## src/design/capacitive_presence_detector_defines.svh

```systemverilog
// Assertion macros used by the top-level design file.
`ifndef CAPACITIVE_PRESENCE_DETECTOR_DEFINES_SVH
`define CAPACITIVE_PRESENCE_DETECTOR_DEFINES_SVH

// Check cons in the same cycle as ante.
`define CPD_ASSERT_SAME(label, clk, rstn, ante, cons) \
    label: assert property (@(posedge clk) disable iff (!(rstn)) (ante) |-> (cons)) \
        else $error("cpd assertion failed");

// Check cons in the cycle after ante.
`define CPD_ASSERT_NEXT(label, clk, rstn, ante, cons) \
    label: assert property (@(posedge clk) disable iff (!(rstn)) (ante) |=> (cons)) \
        else $error("cpd assertion failed");

`endif

```

## src/design/cpd_pkg.sv

```systemverilog
package cpd_pkg;

    localparam int CNT_W_DEFAULT = 15;
    localparam int THR_W         = 15;
    localparam int HOLD_W        = 8;
    localparam int CALIB_W       = 7;
    localparam int CALIB_LEFT_W  = 8;
    localparam int CFG_DATA_W    = 15;
    localparam int REG_IDX_W     = 2;

    localparam logic [THR_W-1:0]   RST_THRESHOLD = 15'd40;
    localparam logic [HOLD_W-1:0]  RST_HOLD      = 8'd100;
    localparam logic [CALIB_W-1:0] RST_CALIB     = 7'd50;
    localparam logic [THR_W-1:0]   RST_BAR_TOP   = 15'd150;

    typedef enum logic [REG_IDX_W-1:0] {
        REG_THRESHOLD = 2'd0,
        REG_HOLD      = 2'd1,
        REG_CALIB     = 2'd2,
        REG_BAR_TOP   = 2'd3
    } cpd_reg_e_t;

    typedef struct packed {
        logic [THR_W-1:0]   threshold;
        logic [HOLD_W-1:0]  hold_samples;
        logic [CALIB_W-1:0] calib_samples;
        logic [THR_W-1:0]   bar_top;
    } cpd_cfg_t;

    typedef struct packed {
        logic emit;
        logic presence;
        logic trigger;
        logic level;
    } cpd_flags_t;

endpackage

```

## src/design/cpd_core.sv

```systemverilog
// Baseline tracking, calibration and hold logic; state advances once per step.
module cpd_core
    import cpd_pkg::*;
#(
    parameter int COUNT_WIDTH = CNT_W_DEFAULT
) (
    input  logic                   aclk,
    input  logic                   aresetn,
    input  cpd_cfg_t               cfg,
    input  logic                   calib_restart,
    input  logic [CALIB_W-1:0]     calib_value,
    input  logic                   step_en,
    input  logic [COUNT_WIDTH-1:0] count,
    input  logic                   switch_on,
    output cpd_flags_t             flags,
    output logic [COUNT_WIDTH-1:0] delta
);

    localparam int CMP_W = (COUNT_WIDTH > THR_W) ? COUNT_WIDTH : THR_W;

    logic [COUNT_WIDTH-1:0]  baseline_reg, baseline_next;
    logic [CALIB_LEFT_W-1:0] calib_left_reg, calib_left_next;
    logic                    enabled_reg, enabled_next;
    logic [HOLD_W-1:0]       hold_reg, hold_next;
    logic                    trig_reg, trig_next;
    logic                    level_reg, level_next;

    logic [CALIB_LEFT_W-1:0] calib_reload;
    logic [COUNT_WIDTH:0]    sum;
    logic [COUNT_WIDTH-1:0]  avg;
    logic                    calib_active;
    logic                    detect;
    logic [HOLD_W-1:0]       hold_dec;

    assign calib_reload = {1'b0, cfg.calib_samples} + 8'd1;
    assign sum          = {1'b0, baseline_reg} + {1'b0, count};
    assign avg          = sum[COUNT_WIDTH:1];
    assign calib_active = (calib_left_reg != '0);
    assign enabled_next = enabled_reg | switch_on;
    assign hold_dec     = (hold_reg != '0) ? hold_reg - 8'd1 : hold_reg;

    always_comb begin
        baseline_next   = baseline_reg;
        calib_left_next = calib_left_reg;
        delta           = '0;
        if (calib_active) begin
            baseline_next   = (calib_left_reg == calib_reload) ? count : avg;
            calib_left_next = calib_left_reg - 8'd1;
        end else if (enabled_next) begin
            if (count > baseline_reg) begin
                baseline_next = avg;
            end else begin
                delta = baseline_reg - count;
            end
        end
    end

    assign detect = (CMP_W'(delta) > CMP_W'(cfg.threshold));

    always_comb begin
        flags.emit = !calib_active && enabled_next;
        if (detect) begin
            hold_next      = cfg.hold_samples;
            trig_next      = 1'b1;
            level_next     = (CMP_W'(delta) >= CMP_W'(cfg.bar_top));
            flags.presence = 1'b1;
        end else begin
            hold_next      = hold_dec;
            trig_next      = trig_reg;
            level_next     = level_reg;
            flags.presence = (hold_dec != '0);
        end
        flags.trigger = trig_next;
        flags.level   = level_next;
    end

    always_ff @(posedge aclk) begin
        if (!aresetn) begin
            baseline_reg   <= '0;
            calib_left_reg <= {1'b0, RST_CALIB} + 8'd1;
            enabled_reg    <= 1'b0;
            hold_reg       <= '0;
            trig_reg       <= 1'b0;
            level_reg      <= 1'b0;
        end else if (calib_restart) begin
            // Reload from the value being written, not the old register.
            calib_left_reg <= {1'b0, calib_value} + 8'd1;
        end else if (step_en) begin
            baseline_reg   <= baseline_next;
            calib_left_reg <= calib_left_next;
            enabled_reg    <= enabled_next;
            // Detector state only moves on items that give a result.
            if (flags.emit) begin
                hold_reg  <= hold_next;
                trig_reg  <= trig_next;
                level_reg <= level_next;
            end
        end
    end

endmodule

```

## src/design/capacitive_presence_detector.sv

```systemverilog
// Pipeline: a count accepted into the input stage moves to the result stage once that
// stage is free and is then offered on m_tdata; the whole update sits between the two
// register stages. Throughput: one count per cycle unless m_tready stalls the output.
// Counts used for calibration, or taken before the switch latches enable, give no result.
// Reset: aresetn is synchronous, active low; it loads the register defaults and restarts
// calibration. Writing calib_samples also restarts calibration.
`include "capacitive_presence_detector_defines.svh"

module capacitive_presence_detector
    import cpd_pkg::*;
#(
    parameter int COUNT_WIDTH = CNT_W_DEFAULT
) (
    input  logic                         aclk,
    input  logic                         aresetn,
    // Configuration write channel
    input  logic                         cfg_valid,
    output logic                         cfg_ready,
    input  logic [REG_IDX_W-1:0]         cfg_addr,
    input  logic [CFG_DATA_W-1:0]        cfg_data,
    // Count stream
    input  logic                         s_tvalid,
    output logic                         s_tready,
    input  logic [((COUNT_WIDTH+7)/8)*8-1:0] s_tdata,  // meas_count, zero pad
    input  logic                         s_tuser,  // switch_on
    // Result stream
    output logic                         m_tvalid,
    input  logic                         m_tready,
    // presence, trigger_out, fast_scan, delta, level_high, zero pad
    output logic [((COUNT_WIDTH+4+7)/8)*8-1:0] m_tdata
);

    localparam int OUT_W  = ((COUNT_WIDTH + 4 + 7) / 8) * 8;
    localparam int CMP_W  = (COUNT_WIDTH > THR_W) ? COUNT_WIDTH : THR_W;
    localparam int PAD_W  = OUT_W - COUNT_WIDTH - 4;

    // ---------------- configuration registers ----------------
    cpd_cfg_t cfg_reg;
    logic     calib_restart;

    assign cfg_ready     = 1'b1;
    assign calib_restart = cfg_valid && (cfg_addr == REG_CALIB);

    always_ff @(posedge aclk) begin
        if (!aresetn) begin
            cfg_reg.threshold     <= RST_THRESHOLD;
            cfg_reg.hold_samples  <= RST_HOLD;
            cfg_reg.calib_samples <= RST_CALIB;
            cfg_reg.bar_top       <= RST_BAR_TOP;
        end else if (cfg_valid) begin
            unique case (cfg_addr)
                REG_THRESHOLD: cfg_reg.threshold     <= cfg_data[THR_W-1:0];
                REG_HOLD:      cfg_reg.hold_samples  <= cfg_data[HOLD_W-1:0];
                REG_CALIB:     cfg_reg.calib_samples <= cfg_data[CALIB_W-1:0];
                REG_BAR_TOP:   cfg_reg.bar_top       <= cfg_data[THR_W-1:0];
                default: ;
            endcase
        end
    end

    // ---------------- input stage ----------------
    // The input stage frees up whenever the result stage can take its item,
    // so a new count is accepted into an empty input stage while a finished result still waits.
    logic                   in_v_reg, in_v_next;
    logic [COUNT_WIDTH-1:0] in_count_reg;
    logic                   in_sw_reg;
    logic                   out_free;
    logic                   advance;
    logic                   s_accept;

    assign out_free = !m_tvalid || m_tready;
    assign advance  = in_v_reg && out_free;
    assign s_tready = !in_v_reg || out_free;
    assign s_accept = s_tvalid && s_tready;

    always_comb begin
        if (s_accept) begin
            in_v_next = 1'b1;
        end else if (advance) begin
            in_v_next = 1'b0;
        end else begin
            in_v_next = in_v_reg;
        end
    end

    always_ff @(posedge aclk) begin
        if (!aresetn) begin
            in_v_reg <= 1'b0;
        end else begin
            in_v_reg <= in_v_next;
        end
    end

    always_ff @(posedge aclk) begin
        if (s_accept) begin
            in_count_reg <= s_tdata[COUNT_WIDTH-1:0];
            in_sw_reg    <= s_tuser;
        end
    end

    // ---------------- detector core ----------------
    cpd_flags_t             flags;
    logic [COUNT_WIDTH-1:0] delta;

    cpd_core #(
        .COUNT_WIDTH (COUNT_WIDTH)
    ) u_core (
        .aclk          (aclk),
        .aresetn       (aresetn),
        .cfg           (cfg_reg),
        .calib_restart (calib_restart),
        .calib_value   (cfg_data[CALIB_W-1:0]),
        .step_en       (advance),
        .count         (in_count_reg),
        .switch_on     (in_sw_reg),
        .flags         (flags),
        .delta         (delta)
    );

    // ---------------- result stage ----------------
    // Load a result only for counts that give one; drop the slot once taken.
    logic                   out_v_reg, out_v_next;
    logic                   out_pres_reg;
    logic                   out_trig_reg;
    logic                   out_level_reg;
    logic [COUNT_WIDTH-1:0] out_delta_reg;

    always_comb begin
        if (advance) begin
            out_v_next = flags.emit;
        end else if (m_tready) begin
            out_v_next = 1'b0;
        end else begin
            out_v_next = out_v_reg;
        end
    end

    always_ff @(posedge aclk) begin
        if (!aresetn) begin
            out_v_reg <= 1'b0;
        end else begin
            out_v_reg <= out_v_next;
        end
    end

    always_ff @(posedge aclk) begin
        if (advance && flags.emit) begin
            out_pres_reg  <= flags.presence;
            out_trig_reg  <= flags.trigger;
            out_level_reg <= flags.level;
            out_delta_reg <= delta;
        end
    end

    assign m_tvalid = out_v_reg;
    // fast_scan follows presence: fast scan while someone is near or in hold.
    assign m_tdata  = {{PAD_W{1'b0}}, out_level_reg, out_delta_reg,
                       out_pres_reg, out_trig_reg, out_pres_reg};

    // ---------------- assertions ----------------
    logic out_detect;
    logic out_level_ok;
    logic in_stall;

    assign out_detect   = out_v_reg && (CMP_W'(out_delta_reg) > CMP_W'(cfg_reg.threshold));
    assign out_level_ok = (out_level_reg == (CMP_W'(out_delta_reg) >= CMP_W'(cfg_reg.bar_top)));
    assign in_stall     = in_v_reg && !out_free;

    // Hold a stalled count in the input stage.
    `CPD_ASSERT_NEXT(a_in_hold, aclk, aresetn, in_stall, in_v_reg && $stable(in_count_reg))
    // A delta above threshold must show presence and the latched trigger.
    `CPD_ASSERT_SAME(a_detect_flags, aclk, aresetn, out_detect, out_pres_reg && out_trig_reg)
    // On a detection the level LED tracks delta against bar_top.
    `CPD_ASSERT_SAME(a_level, aclk, aresetn, out_detect, out_level_ok)

endmodule
```

## config.mk

```make
export PLATFORM = sky130hd
export DESIGN_NAME = capacitive_presence_detector
export DESIGN_NICKNAME = d
export VERILOG_FILES = /design/src/design/cpd_pkg.sv /design/src/design/cpd_core.sv /design/src/design/capacitive_presence_detector.sv
export VERILOG_INCLUDE_DIRS = /design/src /design/src/design
export SDC_FILE = /design/constraint.sdc
export NUM_CORES = 1
export LEC_CHECK = 0
export BUFFER_PORTS_ARGS = -buffer_cell sky130_fd_sc_hd__buf_2
export CORE_MARGIN = 4
export CORE_UTILIZATION = 40
export CTS_BUF_LIST = sky130_fd_sc_hd__clkbuf_8
export DETAILED_ROUTE_END_ITERATION = 6
export HOLD_SLACK_MARGIN = 0.08
export PLACE_DENSITY_LB_ADDON = 0.08
export SLEW_MARGIN = 5
export SYNTH_ARGS = -nofsm -noshare
export SYNTH_HDL_FRONTEND = slang
export SYNTH_SLANG_ARGS = --single-unit
```

## constraint.sdc

```tcl
create_clock -name aclk -period 4.55 [get_ports aclk]
set_clock_uncertainty 0.05 [all_clocks]
set_input_delay 0.2275 -clock aclk [delete_from_list [all_inputs] [get_ports aclk]]
set_output_delay 0.2275 -clock aclk [all_outputs]
set_load 0.02 [all_outputs]
```

Yosys cells after proc, flatten, opt, wreduce, memory -nomap -nowiden
Index checks and enable logic that the tools add are counted.
{"block": "totals", "register_bits": 115, "inputBits": 39, "out_inout_bits": 27}
{"block": "op_classes", "add_sub_neg": 6, "magnitude_cmp": 3, "n_eq_ne": 4, "mux": 18, "bitwise_logic": 2, "reduce_logical": 28}
{"operator": "$mux W15", "count": 7}
{"operator": "$mux W8", "count": 5}
{"operator": "$gt A15 B15 Y1", "count": 2}
{"operator": "$reduce_bool A8 Y1", "count": 3}
{"operator": "$add A15 B15 Y16", "count": 1}
{"operator": "$add A7 B1 Y8 const B", "count": 2}
{"operator": "$sub A8 B1 Y8 const B", "count": 2}
{"operator": "$ge A15 B15 Y1", "count": 1}
{"operator": "$sub A15 B15 Y15", "count": 1}
{"operator": "$reduce_and A2 Y1", "count": 6}
{"operator": "$reduce_bool A2 Y1", "count": 6}
{"operator": "$eq A8 B8 Y1", "count": 1}
{"operator": "$mux W1", "count": 6}
{"operator": "$logic_and A1 B1 Y1", "count": 5}
{"operator": "$eq A2 B2 Y1 const B", "count": 2}
{"operator": "$reduce_and A4 Y1", "count": 1}
{"operator": "$logic_not A1 Y1", "count": 3}
{"operator": "$reduce_and A3 Y1", "count": 1}
{"operator": "$eq A2 B1 Y1 const B", "count": 1}
{"operator": "$logic_not A2 Y1", "count": 1}
{"operator": "$logic_or A1 B1 Y1", "count": 2}
{"operator": "$not A1 Y1", "count": 1}
{"operator": "$or A1 B1 Y1", "count": 1}

Logic depth before layout (Yosys ltp)
Gate-level depths: netlist of run 1.
{"block": "logic_depth", "word_depth": 6, "ltp_mapped": 23, "ltp_nobuf": 21}

Cells and area by module
A second synthesis of run 1 with hierarchy kept.
{"block": "hier_totals", "hier_cells": 872, "hier_area_um2": 7669.9}
{"module": "cpd_core", "instances": 1, "cells_per_inst": 642, "area_each_um2": 4734.5, "seq_area_each_um2": 680.7}
{"module": "capacitive_presence_detector", "instances": 1, "cells_per_inst": 230, "area_each_um2": 2935.3, "seq_area_each_um2": 1961.9}

Worst setup path after synthesis of run 1
Ideal clock, no wire load.
{"block": "synth_path", "path_type": "flip-flop to flip-flop", "startpoint": "register in_count_reg[1]", "endpoint": "register u_core.hold_reg[0]", "setup_ns": 0.119, "t_arrival_ns": 4.351, "path_slack_ns": 0.030, "stages_incl_launch_ff": 20, "synth_period_minus_slack_ns": 4.520, "path_cell_list": "edfxtp_1 -> inv_1 -> ha_1 -> nor2b_1 -> o31ai_2 -> a211oi_2 -> nor4_4 -> or2_2 -> clkbuf_1 -> nor2_1 -> ha_1 -> and3_1 -> a221o_1 -> a31oi_1 -> nor2_1 -> maj3_2 -> a21oi_2 -> buf_6 -> mux2_4 -> o221a_1"}
{"block": "synth_between", "elab_chain_cells": 6, "word_cells_on_any_way": 7, "classes_between": "add/sub (1); order compare (2); mux (4)"}
{"item": "from (decl)", "line_no": "capacitive_presence_detector.sv:65", "text": "logic [COUNT_WIDTH-1:0] in_count_reg;"}
{"item": "from (signal assigned)", "line_no": "capacitive_presence_detector.sv:96", "text": "in_count_reg <= s_tdata[COUNT_WIDTH-1:0];"}
{"item": "$sub A15 B15 Y15 or $gt A15 B15 Y1 (tied branches)", "line_no": "cpd_core.sv:53, cpd_core.sv:50"}
{"item": "$mux W15 *", "line_no": "cpd_core.sv:50", "text": "if (count > baseline_reg) begin"}
{"item": "$mux W15 *", "line_no": "cpd_core.sv:49", "text": "end else if (enabled_next) begin"}
{"item": "$mux W15 *", "line_no": "cpd_core.sv:46", "text": "if (calib_active) begin"}
{"item": "via delta[7]", "line_no": "capacitive_presence_detector.sv:103", "text": "logic [COUNT_WIDTH-1:0] delta;"}
{"item": "$gt A15 B15 Y1 *", "line_no": "cpd_core.sv:58", "text": "assign detect = (CMP_W'(delta) > CMP_W'(cfg.threshold));"}
{"item": "$mux W8 *", "line_no": "cpd_core.sv:62", "text": "if (detect) begin"}
{"item": "to (signal assigned)", "line_no": "cpd_core.sv:94", "text": "hold_reg <= hold_next;"}
{"item": "to (decl)", "line_no": "cpd_core.sv:24", "text": "logic [HOLD_W-1:0] hold_reg, hold_next;"}
Mark *: on every way through the listed nets, which the timed path passes. The rest lies on a longest branch.
A chain may end at the register's enable or synchronous reset.

Worst setup path in the final report of run 1
{"block": "layout_path", "startpoint": "register in_count_reg[1]", "endpoint": "register u_core.hold_reg[1]"}
The elaborated chain is that of the path after synthesis.

==> flow_summary.ini, run 1 <==
[logic_synthesis]
seq_area_frac_synth = 0.366
post_synthesis_cell_count = 841
synth_edf_count = 34
synthFlopType = dfxtp_1
ys_ff_latch = 115
syn_area_mm2 = 0.00722
yosys_warnings = 0
async_reset_ff_frac = 0
synth.distinct_cells = 77
syn-mean-instance-area_um2 = 8.59

[final_layout]
total_of_fill_cells_in_the_finished_design = 1672
most_frequent_cells_in_the_layout = nand2_1, dfxtp_1, a21oi_1
post_route_cells_drive_above_1_share = 0.188
seqCellArea_mm2 = 0.00264
final_common_cell = nand2_1
largest_reg_flops = 45
finish.instance_area_mm2 = 0.00882
multi_input_comb_area_mm2 = 0.00427
num_antenna_cells = 0
layout-area-overhead-vs-synth_pct = 22.1
final_net_count = 1055

[sta]
timing.final.hold_violations = 0
slew_headroom = 0.250
post-route-worst-setup-slack_ps = 196
setup_violations = 0
post-route-min-period_ps = 4350
final.period_utilization = 0.957
hold_slack_ps = 207
maximum_achievable_frequency_mhz = 230
finalMaxSlewViolations = 0
worst_pin_slew_ps = 1120

[global_route]
largest_net_degree_at_the_start_of_global_routing = 41
total_routing_resource_utilization_after_global_routing = 0.195
grt_overflow_total = 0
grt_pass1_vias = 6107
grt_antenna_before_repair = 0
grt_first_pass_wirelength_mm = 31.3

[status]
run_status = completed

[worst_setup_path]
path_cells = inv_1, ha_1, nor2b_4, o31ai_4, a211oi_4, nor4_4, or2_4, nor2_1, ha_1, and3_1, a221o_1, a31oi_1, nor2_1, maj3_2, a21oi_4, mux2_2, o221a_2
worst-endpoint-arrival_ps = 4650
regToRegStartpoint = in_count_reg[1]
r2r.worst_path.cells = 17
required_ps = 4840
cp_slowest_stage_delay_ps = 360
criticalPathCategory = flip-flop to flip-flop
worst-path-max-fanout = 8
r2r_setup_slack_ps = 200
setup.worst_path.start_class = flip-flop
crit_path_end_kind = flip-flop
critical-path-slowest-cell = maj3_2
rr_endpoint = u_core.hold_reg[1]

[min_path]
worstHoldPathType = input port to flip-flop
holdPathEnd = cfg_reg[44]
min_from = cfg_addr[1]
timing.hold.worst_path_depth = 4

[die]
floorplan.core_area_mm2 = 0.0175
die_h_um = 142
num_io_pins = 66
num_rows = 48
starting_density_of_the_core = 0.413
chipWidth_um = 142
die_area_mm2 = 0.0203

[cts]
clock_sink_count = 115
htreeDepth = 4
clockRootBuffer = clkbuf_8
ctsLongestPathBuffers = 2
clk_pin_slew_ps = 70
clkLatencyLatePin_ps = 460
cts_tree = done
cts-buffers-inserted = 17

[route]
drcViolationCount = 0
detail_route.first_pass.iterations = 5
route.detailed.wl_per_inst_um = 16.3
num_vias = 6208
postRouteAntennaNets = 0
finalWirelength_mm = 19.4
drt_iter0_drcs = 448
via_per_inst = 5.22

[place]
gpl.final_weighted_congestion = 0.890
numPortBuffers = 58
dp_hpwl_mm = 13.9
pre_cts_slack_ps = -74.5
place_area_mm2 = 0.00787

[power]
power.ir.vdd_worst_mv = 0.179
power.density_mw_per_mm2 = 310
p_leak_nw = 3.74

[flow_run]
max_cap_viol_count = 0
-- power by group --
group          internal, mW  switching, mW
clock network         0.561          0.434
registers              1.10         0.0388
logic                 0.268          0.333
total                  1.93          0.805
-- metal layers --
metal,vias to the layer above,GRT usage,share of wire,wire [um]
met5,-,0,0,0
li1,3130,-,-,-
met2,135,0.308,0.46,8870
met1,2919,0.270,0.49,9450
met4,0,0.0700,0.017,331
met3,24,0.0326,0.040,771
-- cell type report --
| class | instances | share of cell area |
|---|---|---|
| flip-flops and latches | 115 | 0.300 |
| repair buffers | 136 | 0.110 |
| clock inverters | 13 | 0.0163 |
| inverters | 67 | 0.0285 |
| well taps | 225 | 0.0319 |
| clock buffers | 19 | 0.0297 |
| multi-input cells | 614 | 0.484 |
-- critical path: cells and delay by family (launching register included) --
kind            cells  cell delay [ps]
compound gates      6             1340
fa+ha+maj           3              990
buf+inv             1              110
flops               1              340
mux                 1              360
simple gates        6             1050
-- per-stage QoR --
stage / utilization / power, mW / TNS [ps] / instances
after floorplan: - / 1.54 / 0 / 845
after global placement: 0.450 / 1.69 / 0 / 1121
after detailed placement: 0.450 / 1.69 / -165 / 1121
after CTS: 0.494 / 2.73 / 0 / 1187
after global routing: 0.505 / 2.88 / -45.1 / 1189
final: 0.505 / 2.73 / 0 / 1189
-- how the worst max path moves through the flow --
stage | from | to | slack (ps) | cells after the start
2_1_floorplan | in_count_reg[1] | u_core.hold_reg[0] | 30 | 19
3_3_place_gp | in_count_reg[1] | u_core.hold_reg[1] | 10 | 18
3_5_place_dp | in_count_reg[1] | u_core.hold_reg[0] | -70 | 18
4_1_cts | in_count_reg[1] | u_core.hold_reg[1] | 10 | 19
5_1_grt | in_count_reg[2] | u_core.hold_reg[1] | -30 | 19
6_report | in_count_reg[1] | u_core.hold_reg[1] | 200 | 17
-- logic make-up after synthesis --
| logic type | after synthesis | synth area share |
|---|---|---|
| AOI/OAI and AO/OA | 191 | 0.176 |
| xor gates and xnor gates | 46 | 0.0558 |
| adders and majority gates | 66 | 0.116 |
| buffers and inverters | 116 | 0.0715 |
| DFF | 115 | 0.366 |
| muxes | 13 | 0.0189 |
| other | 2 | 0.00104 |
| and+or+nand+nor | 292 | 0.195 |
-- synth_stat cells (5+ instances only) --
cell	count	area, um2
a211oi_1	16	120
mux2i_1	11	110
clkbuf_1	25	93.8
o21a_1	5	37.5
dfxtp_1	81	1620
nor4_1	5	31.3
a21o_1	7	52.6
nand4_1	6	37.5
edfxtp_1	34	1020
nor3_1	20	100
buf_2	5	25.0
nand3_1	26	130
nor2_1	71	267
inv_1	65	244
o21ai_0	31	155
nor3b_1	7	52.6
xor2_1	21	184
a21oi_1	73	365
ha_1	63	788
nand2b_1	12	75.1
xnor2_1	25	219
or3_1	5	31.3
o211ai_1	12	90.1
and3_1	6	37.5
nand2_1	109	409
buf_4	16	120
-- timing repair --
item                       in CTS  in global routing
setup buffers                   0                  2
setup endpoints to repair       4                 13
pin swaps                       1                 12
gates resized for setup         5                 27
hold buffers                   34                  0
hold endpoints to repair       58                  0
No activity file was read; power rests on OpenSTA's default activity.
==> run 2: changes to the inputs <==
--- a/config.mk
+++ b/config.mk
@@ -6,6 +6,7 @@
 export SDC_FILE = /design/constraint.sdc
 export NUM_CORES = 1
 export LEC_CHECK = 0
+export ABC_AREA = 1
 export BUFFER_PORTS_ARGS = -buffer_cell sky130_fd_sc_hd__buf_2
 export CORE_MARGIN = 4
 export CORE_UTILIZATION = 40
==> constraint.sdc (replaced) <==
create_clock -name aclk -period 5.7 [get_ports aclk]
set_clock_uncertainty 0.05 [all_clocks]
set_input_delay 0.285 -clock aclk [delete_from_list [all_inputs] [get_ports aclk]]
set_output_delay 0.285 -clock aclk [all_outputs]
set_load 0.02 [all_outputs]
==> flow_summary.ini, run 2 <==
[cts]
cts-buffers-inserted = 17
htreeDepth = 4
clockRootBuffer = clkbuf_8
cts_tree = done
clk_pin_slew_ps = 80
clock_sink_count = 115
ctsLongestPathBuffers = 2
clkLatencyLatePin_ps = 460

[sta]
final.period_utilization = 0.721
timing.final.hold_violations = 0
grt_setup_unrepaired = no
setup_violations = 0
slew_headroom = 0.288
maximum_achievable_frequency_mhz = 243
worst_pin_slew_ps = 1060
post-route-min-period_ps = 4110
fin_setup_tns_ps = 0
post-route-worst-setup-slack_ps = 1590
finalMaxSlewViolations = 0
hold_slack_ps = 103

[place]
pre_cts_slack_ps = 1520
dp_hpwl_mm = 13.1
gpl.final_weighted_congestion = 0.856
place_area_mm2 = 0.00766
numPortBuffers = 58
placed_cells_incl_taps = 1176

[final_layout]
largest_reg_flops = 45
final_instance_count_excl_fillers = 1233
final_net_count = 1095
post_route_cells_drive_above_1_share = 0.151
seqCellArea_mm2 = 0.00264
multi_input_comb_area_mm2 = 0.00395
final_common_cell = nand2_1
layout-area-overhead-vs-synth_pct = 14.4
total_of_fill_cells_in_the_finished_design = 1825
postLayoutCoreUtil = 0.464
finish.instance_area_mm2 = 0.00834
most_frequent_cells_in_the_layout = nand2_1, inv_1, a21oi_1
num_antenna_cells = 0

[route]
postRouteAntennaNets = 0
route.detailed.wl_per_inst_um = 14.4
finalWirelength_mm = 17.8
num_vias = 6068
drt_iter0_drcs = 291
via_per_inst = 4.92
drcViolationCount = 0
detail_route.first_pass.iterations = 5

[worst_setup_path]
setup.worst_path.start_class = flip-flop
worst-path-max-fanout = 12
criticalPathCategory = flip-flop to flip-flop
worst-endpoint-arrival_ps = 4360
required_ps = 5940
crit_path_end_kind = flip-flop

[logic_synthesis]
synth_edf_count = 34
seq_area_frac_synth = 0.363
synth-simple-area-share = 0.202
synth_fa_ha_area_frac = 0.114
yosys-top-cells-count = nand2_1, inv_1, a21oi_1
cell_type_with_the_largest_total_area_after_synthesis = dfxtp_1
async_reset_ff_frac = 0
syn_area_mm2 = 0.00729
post_synthesis_cell_count = 924
yosysMostFrequentCell = nand2_1
multiplexer_share_of_the_synthesized_area = 0
syn-mean-instance-area_um2 = 7.89
dominant_combinational_cell_family_by_area_after_synthesis = simple AND/OR/NAND/NOR gates
share_of_the_synthesized_area_in_compound_gates_ao_oa_aoi_oai = 0.184
synthFlopType = dfxtp_1
synth.distinct_cells = 47
yosys_warnings = 0
synth.area.top_cells = dfxtp_1, edfxtp_1, ha_1, a21oi_1, nand2_1
xor_xnor_portion_of_the_synthesized_cell_area = 0.0385
ys_ff_latch = 115
synth_top_area_share = 0.223

[power]
power.ir.vdd_worst_mv = 0.144
power.density_mw_per_mm2 = 256
p_leak_nw = 3.87
design_power_total_mw = 2.13

[die]
chipWidth_um = 143
num_rows = 49
starting_density_of_the_core = 0.406
floorplan.core_area_mm2 = 0.0180
num_io_pins = 66
die_h_um = 143
die_area_mm2 = 0.0204

[global_route]
total_routing_resource_utilization_after_global_routing = 0.182
grt_overflow_total = 0
grt_antenna_before_repair = 0
largest_net_degree_at_the_start_of_global_routing = 59
grt_pass1_vias = 5694
grt_first_pass_wirelength_mm = 29.4

[status]
run_status = completed

[min_path]
worstHoldPathType = input port to flip-flop

[flow_run]
max_cap_viol_count = 0
==> run 2: changes by cell type in the layout (fill, tap and decap cells not counted), sizes merged, moves of 18 or more <==
| cell | change |
|---|---|
| xnor2 | -18 |
| nand2 | +46 |
| buf | -41 |
| nand3 | +20 |
| o21ai | +51 |
| a21oi | +41 |
| inv | +63 |
==> run 2: layout make-up <==
class | count | share of cell area
multi-input cells | 646 | 0.474
flip-flops and latches | 115 | 0.317
repair buffers | 86 | 0.0675
inverters | 125 | 0.0563
well taps | 229 | 0.0344
clock buffers | 17 | 0.0281
clock inverters | 15 | 0.0231
==> run 2: final timing paths <==
path	slack (ps)	from	endpoint	cells past startpoint
hold / removal	100	cfg_data[5]	cfg_reg[27]	3
setup / recovery	1590	in_count_reg[2]	u_core.hold_reg[1]	18
setup reg to reg	1590	in_count_reg[2]	u_core.hold_reg[1]	18
hold reg to reg	410	u_core.trig_reg	u_core.trig_reg	2
==> run 2: metal layers <==
| layer | up-vias | GRT usage | part of all wire |
|---|---|---|---|
| met5 | - | 0 | 0 |
| li1 | 3223 | - | - |
| met4 | 0 | 0.0495 | 0.011 |
| met2 | 100 | 0.279 | 0.43 |
| met1 | 2729 | 0.263 | 0.52 |
| met3 | 16 | 0.0355 | 0.038 |
==> run 2: cell families after synthesis <==
group / after synthesis
and+or+nand+nor: 303
xor gates and xnor gates: 32
adders and majority gates: 65
other: 2
AOI/OAI and AO/OA: 240
buffers and inverters: 167
DFF: 115
==> run 2: where the power goes <==
part / total (mW) / internal, mW / switching (mW)
combinational: 0.382 / 0.138 / 0.244
sequential: 0.906 / 0.880 / 0.0266
clock: 0.846 / 0.446 / 0.400
total: 2.13 / 1.46 / 0.670
==> run 2: critical path, cell delays in order (launching register included) <==
cell	delay, ps
edfxtp_1	380
inv_1	50
ha_1	450
nand3_1	190
nand2_4	130
nand2_2	50
nand2_2	90
nand2_2	80
a21oi_4	340
o21ai_0	140
a21oi_1	420
ha_1	220
nand2_1	70
nor4b_1	570
nand3b_4	230
nand2_4	250
nand2_1	80
nand3_1	80
a21oi_1	70
==> run 2: repair_timing <==
item	4_1_cts	5_1_grt
hold buffers	25	0
endpoints found under the hold margin	28	0
resized for setup	0	0
buffers inserted	0	0
==> run 3: changes to the inputs <==
==> constraint.sdc (replaced) <==
create_clock -name aclk -period 4 [get_ports aclk]
set_clock_uncertainty 0.05 [all_clocks]
set_input_delay 0.2 -clock aclk [delete_from_list [all_inputs] [get_ports aclk]]
set_output_delay 0.2 -clock aclk [all_outputs]
set_load 0.02 [all_outputs]
==> flow_summary.ini, run 3 (synthesis results as in run 2) <==
[power]
sequentialPowerShare = 0.435
power.ir.vdd_worst_mv = 0.189
power.density_mw_per_mm2 = 342
switching_fraction_of_total_power = 0.291
reported_net_switching_power_uw = 865
power.combinational.fraction = 0.198
clock_power_share = 0.367
cellInternalPower_mw = 2.10
p_leak_nw = 4.08

[route]
via_per_inst = 4.85
postRouteAntennaNets = 0
finalWirelength_mm = 18.1
route.detailed.wl_per_inst_um = 14.2
num_vias = 6164
drt_iter0_drcs = 401
drcViolationCount = 0
detail_route.first_pass.iterations = 5

[worst_setup_path]
criticalPathCategory = flip-flop to flip-flop
worst_setup_path_startpoint = in_count_reg[0]
required_ps = 4140
regToRegStartpoint = in_count_reg[0]
worst-endpoint-arrival_ps = 3810
worst-path-max-fanout = 12
setup.worst_path.start_class = flip-flop
crit_path_end_kind = flip-flop

[cts]
htreeDepth = 4
cts_tree = done
cts-buffers-inserted = 17
clkLatencyLatePin_ps = 440
clock_sink_count = 115
clk_pin_slew_ps = 70
ctsLongestPathBuffers = 2
clockRootBuffer = clkbuf_8

[global_route]
grt_use_met1 = 0.270
grt_first_pass_wirelength_mm = 30.4
largest_net_degree_at_the_start_of_global_routing = 41
total_routing_resource_utilization_after_global_routing = 0.187
gr-usage-met2 = 0.288
globalRouteMet3Util = 0.0388
grt_overflow_total = 0
grt_most_used_layer = met2
grt_antenna_before_repair = 0
grt_pass1_vias = 6005

[sta]
slew_headroom = 0.470
worst_pin_slew_ps = 794
timing.final.hold_violations = 0
final.period_utilization = 0.917
post-route-min-period_ps = 3670
setup_violations = 0
finalMaxSlewViolations = 0
maximum_achievable_frequency_mhz = 272
post-route-worst-setup-slack_ps = 330
hold_slack_ps = 130

[final_layout]
final_common_cell = nand2_1
post_route_cells_drive_above_1_share = 0.179
num_antenna_cells = 0
final_net_count = 1135
layout-area-overhead-vs-synth_pct = 19.1
most_frequent_cells_in_the_layout = nand2_1, inv_1, a21oi_1
largest_reg_flops = 45
final_instance_count_excl_fillers = 1272
total_of_fill_cells_in_the_finished_design = 1835

[place]
numPortBuffers = 58
dp_hpwl_mm = 13.5
placed_cells_incl_taps = 1206
pre_cts_slack_ps = 247
gpl.final_weighted_congestion = 0.861

[die]
num_rows = 49
starting_density_of_the_core = 0.406
floorplan.core_area_mm2 = 0.0180
chipWidth_um = 143
die_h_um = 143
num_io_pins = 66
die_area_mm2 = 0.0204

[min_path]
worstHoldPathType = input port to flip-flop
min_from = aresetn

[flow_run]
max_cap_viol_count = 0

[status]
run_status = completed
run 3: layer usage:
| metal | wire [um] | share of wire |
|---|---|---|
| met5 | 0 | 0 |
| met4 | 131 | 0.0072 |
| met3 | 713 | 0.039 |
| met2 | 7980 | 0.44 |
| met1 | 9270 | 0.51 |
run 3: timing repair:
action | in CTS | in global routing
hold endpoints to repair | 52 | 0
buffers inserted | 0 | 0
hold buffers | 35 | 0
setup endpoints to repair | 0 | 12
resized for setup | 0 | 12
run 3: power groups by stage:
stage | clock network [mW] | registers, mW | logic, mW
after CTS | 1.13 | 1.29 | 0.583
after global placement | 0 | 1.32 | 0.553
after global routing | 1.18 | 1.30 | 0.674
final | 1.09 | 1.29 | 0.587
after floorplan | 0 | 1.31 | 0.409
after detailed placement | 0 | 1.32 | 0.553
run 3: critical path, cell delays in order, from the launching register on:
cell,delay (ps)
edfxtp_1,390
ha_1,160
inv_1,80
fa_1,420
nand3_1,140
nand2_1,90
nand2_1,90
nand2_1,70
a21oi_2,210
a21oi_1,100
buf_4,150
ha_1,300
nand2_1,70
o21ai_0,170
a21oi_1,70
o21ai_1,190
nand4_1,120
nand2_1,80
nand2_2,60
nand2_4,100
nand2_4,140
nor2_4,160
a21oi_2,40
run 3: area by class of cell:
| type | count | area, um2 | area share |
|---|---|---|---|
| Sequential cell | 115 | 2640 | 0.304 |
| Tap cell | 229 | 287 | 0.0330 |
| Timing Repair Buffer | 126 | 901 | 0.104 |
| Clock inverter | 9 | 90.1 | 0.0104 |
| Clock buffer | 22 | 303 | 0.0349 |
| Multi-Input combinational cell | 646 | 3990 | 0.459 |
| Inverter | 125 | 469 | 0.0541 |
run 3: path summary, 6_finish.rpt:
check | to | slack [ps] | cells after the start
worst max register to register | out_level_reg | 330 | 22
worst min register to register | cfg_reg[36] | 410 | 2
worst min-delay path | u_core.calib_left_reg[0] | 130 | 2
worst max-delay path | out_level_reg | 330 | 22
run 3: stage by stage:
| step | instance area, um2 | utilization | power (mW) | setup TNS [ps] |
|---|---|---|---|---|
| floorplan | 7300 | - | 1.72 | 0 |
| global placement | 7900 | 0.440 | 1.87 | 0 |
| detailed placement | 7900 | 0.440 | 1.87 | 0 |
| CTS | 8640 | 0.481 | 3.00 | 0 |
| global route | 8680 | 0.483 | 3.15 | -1.82 |
| finish | 8680 | 0.483 | 2.97 | 0 |
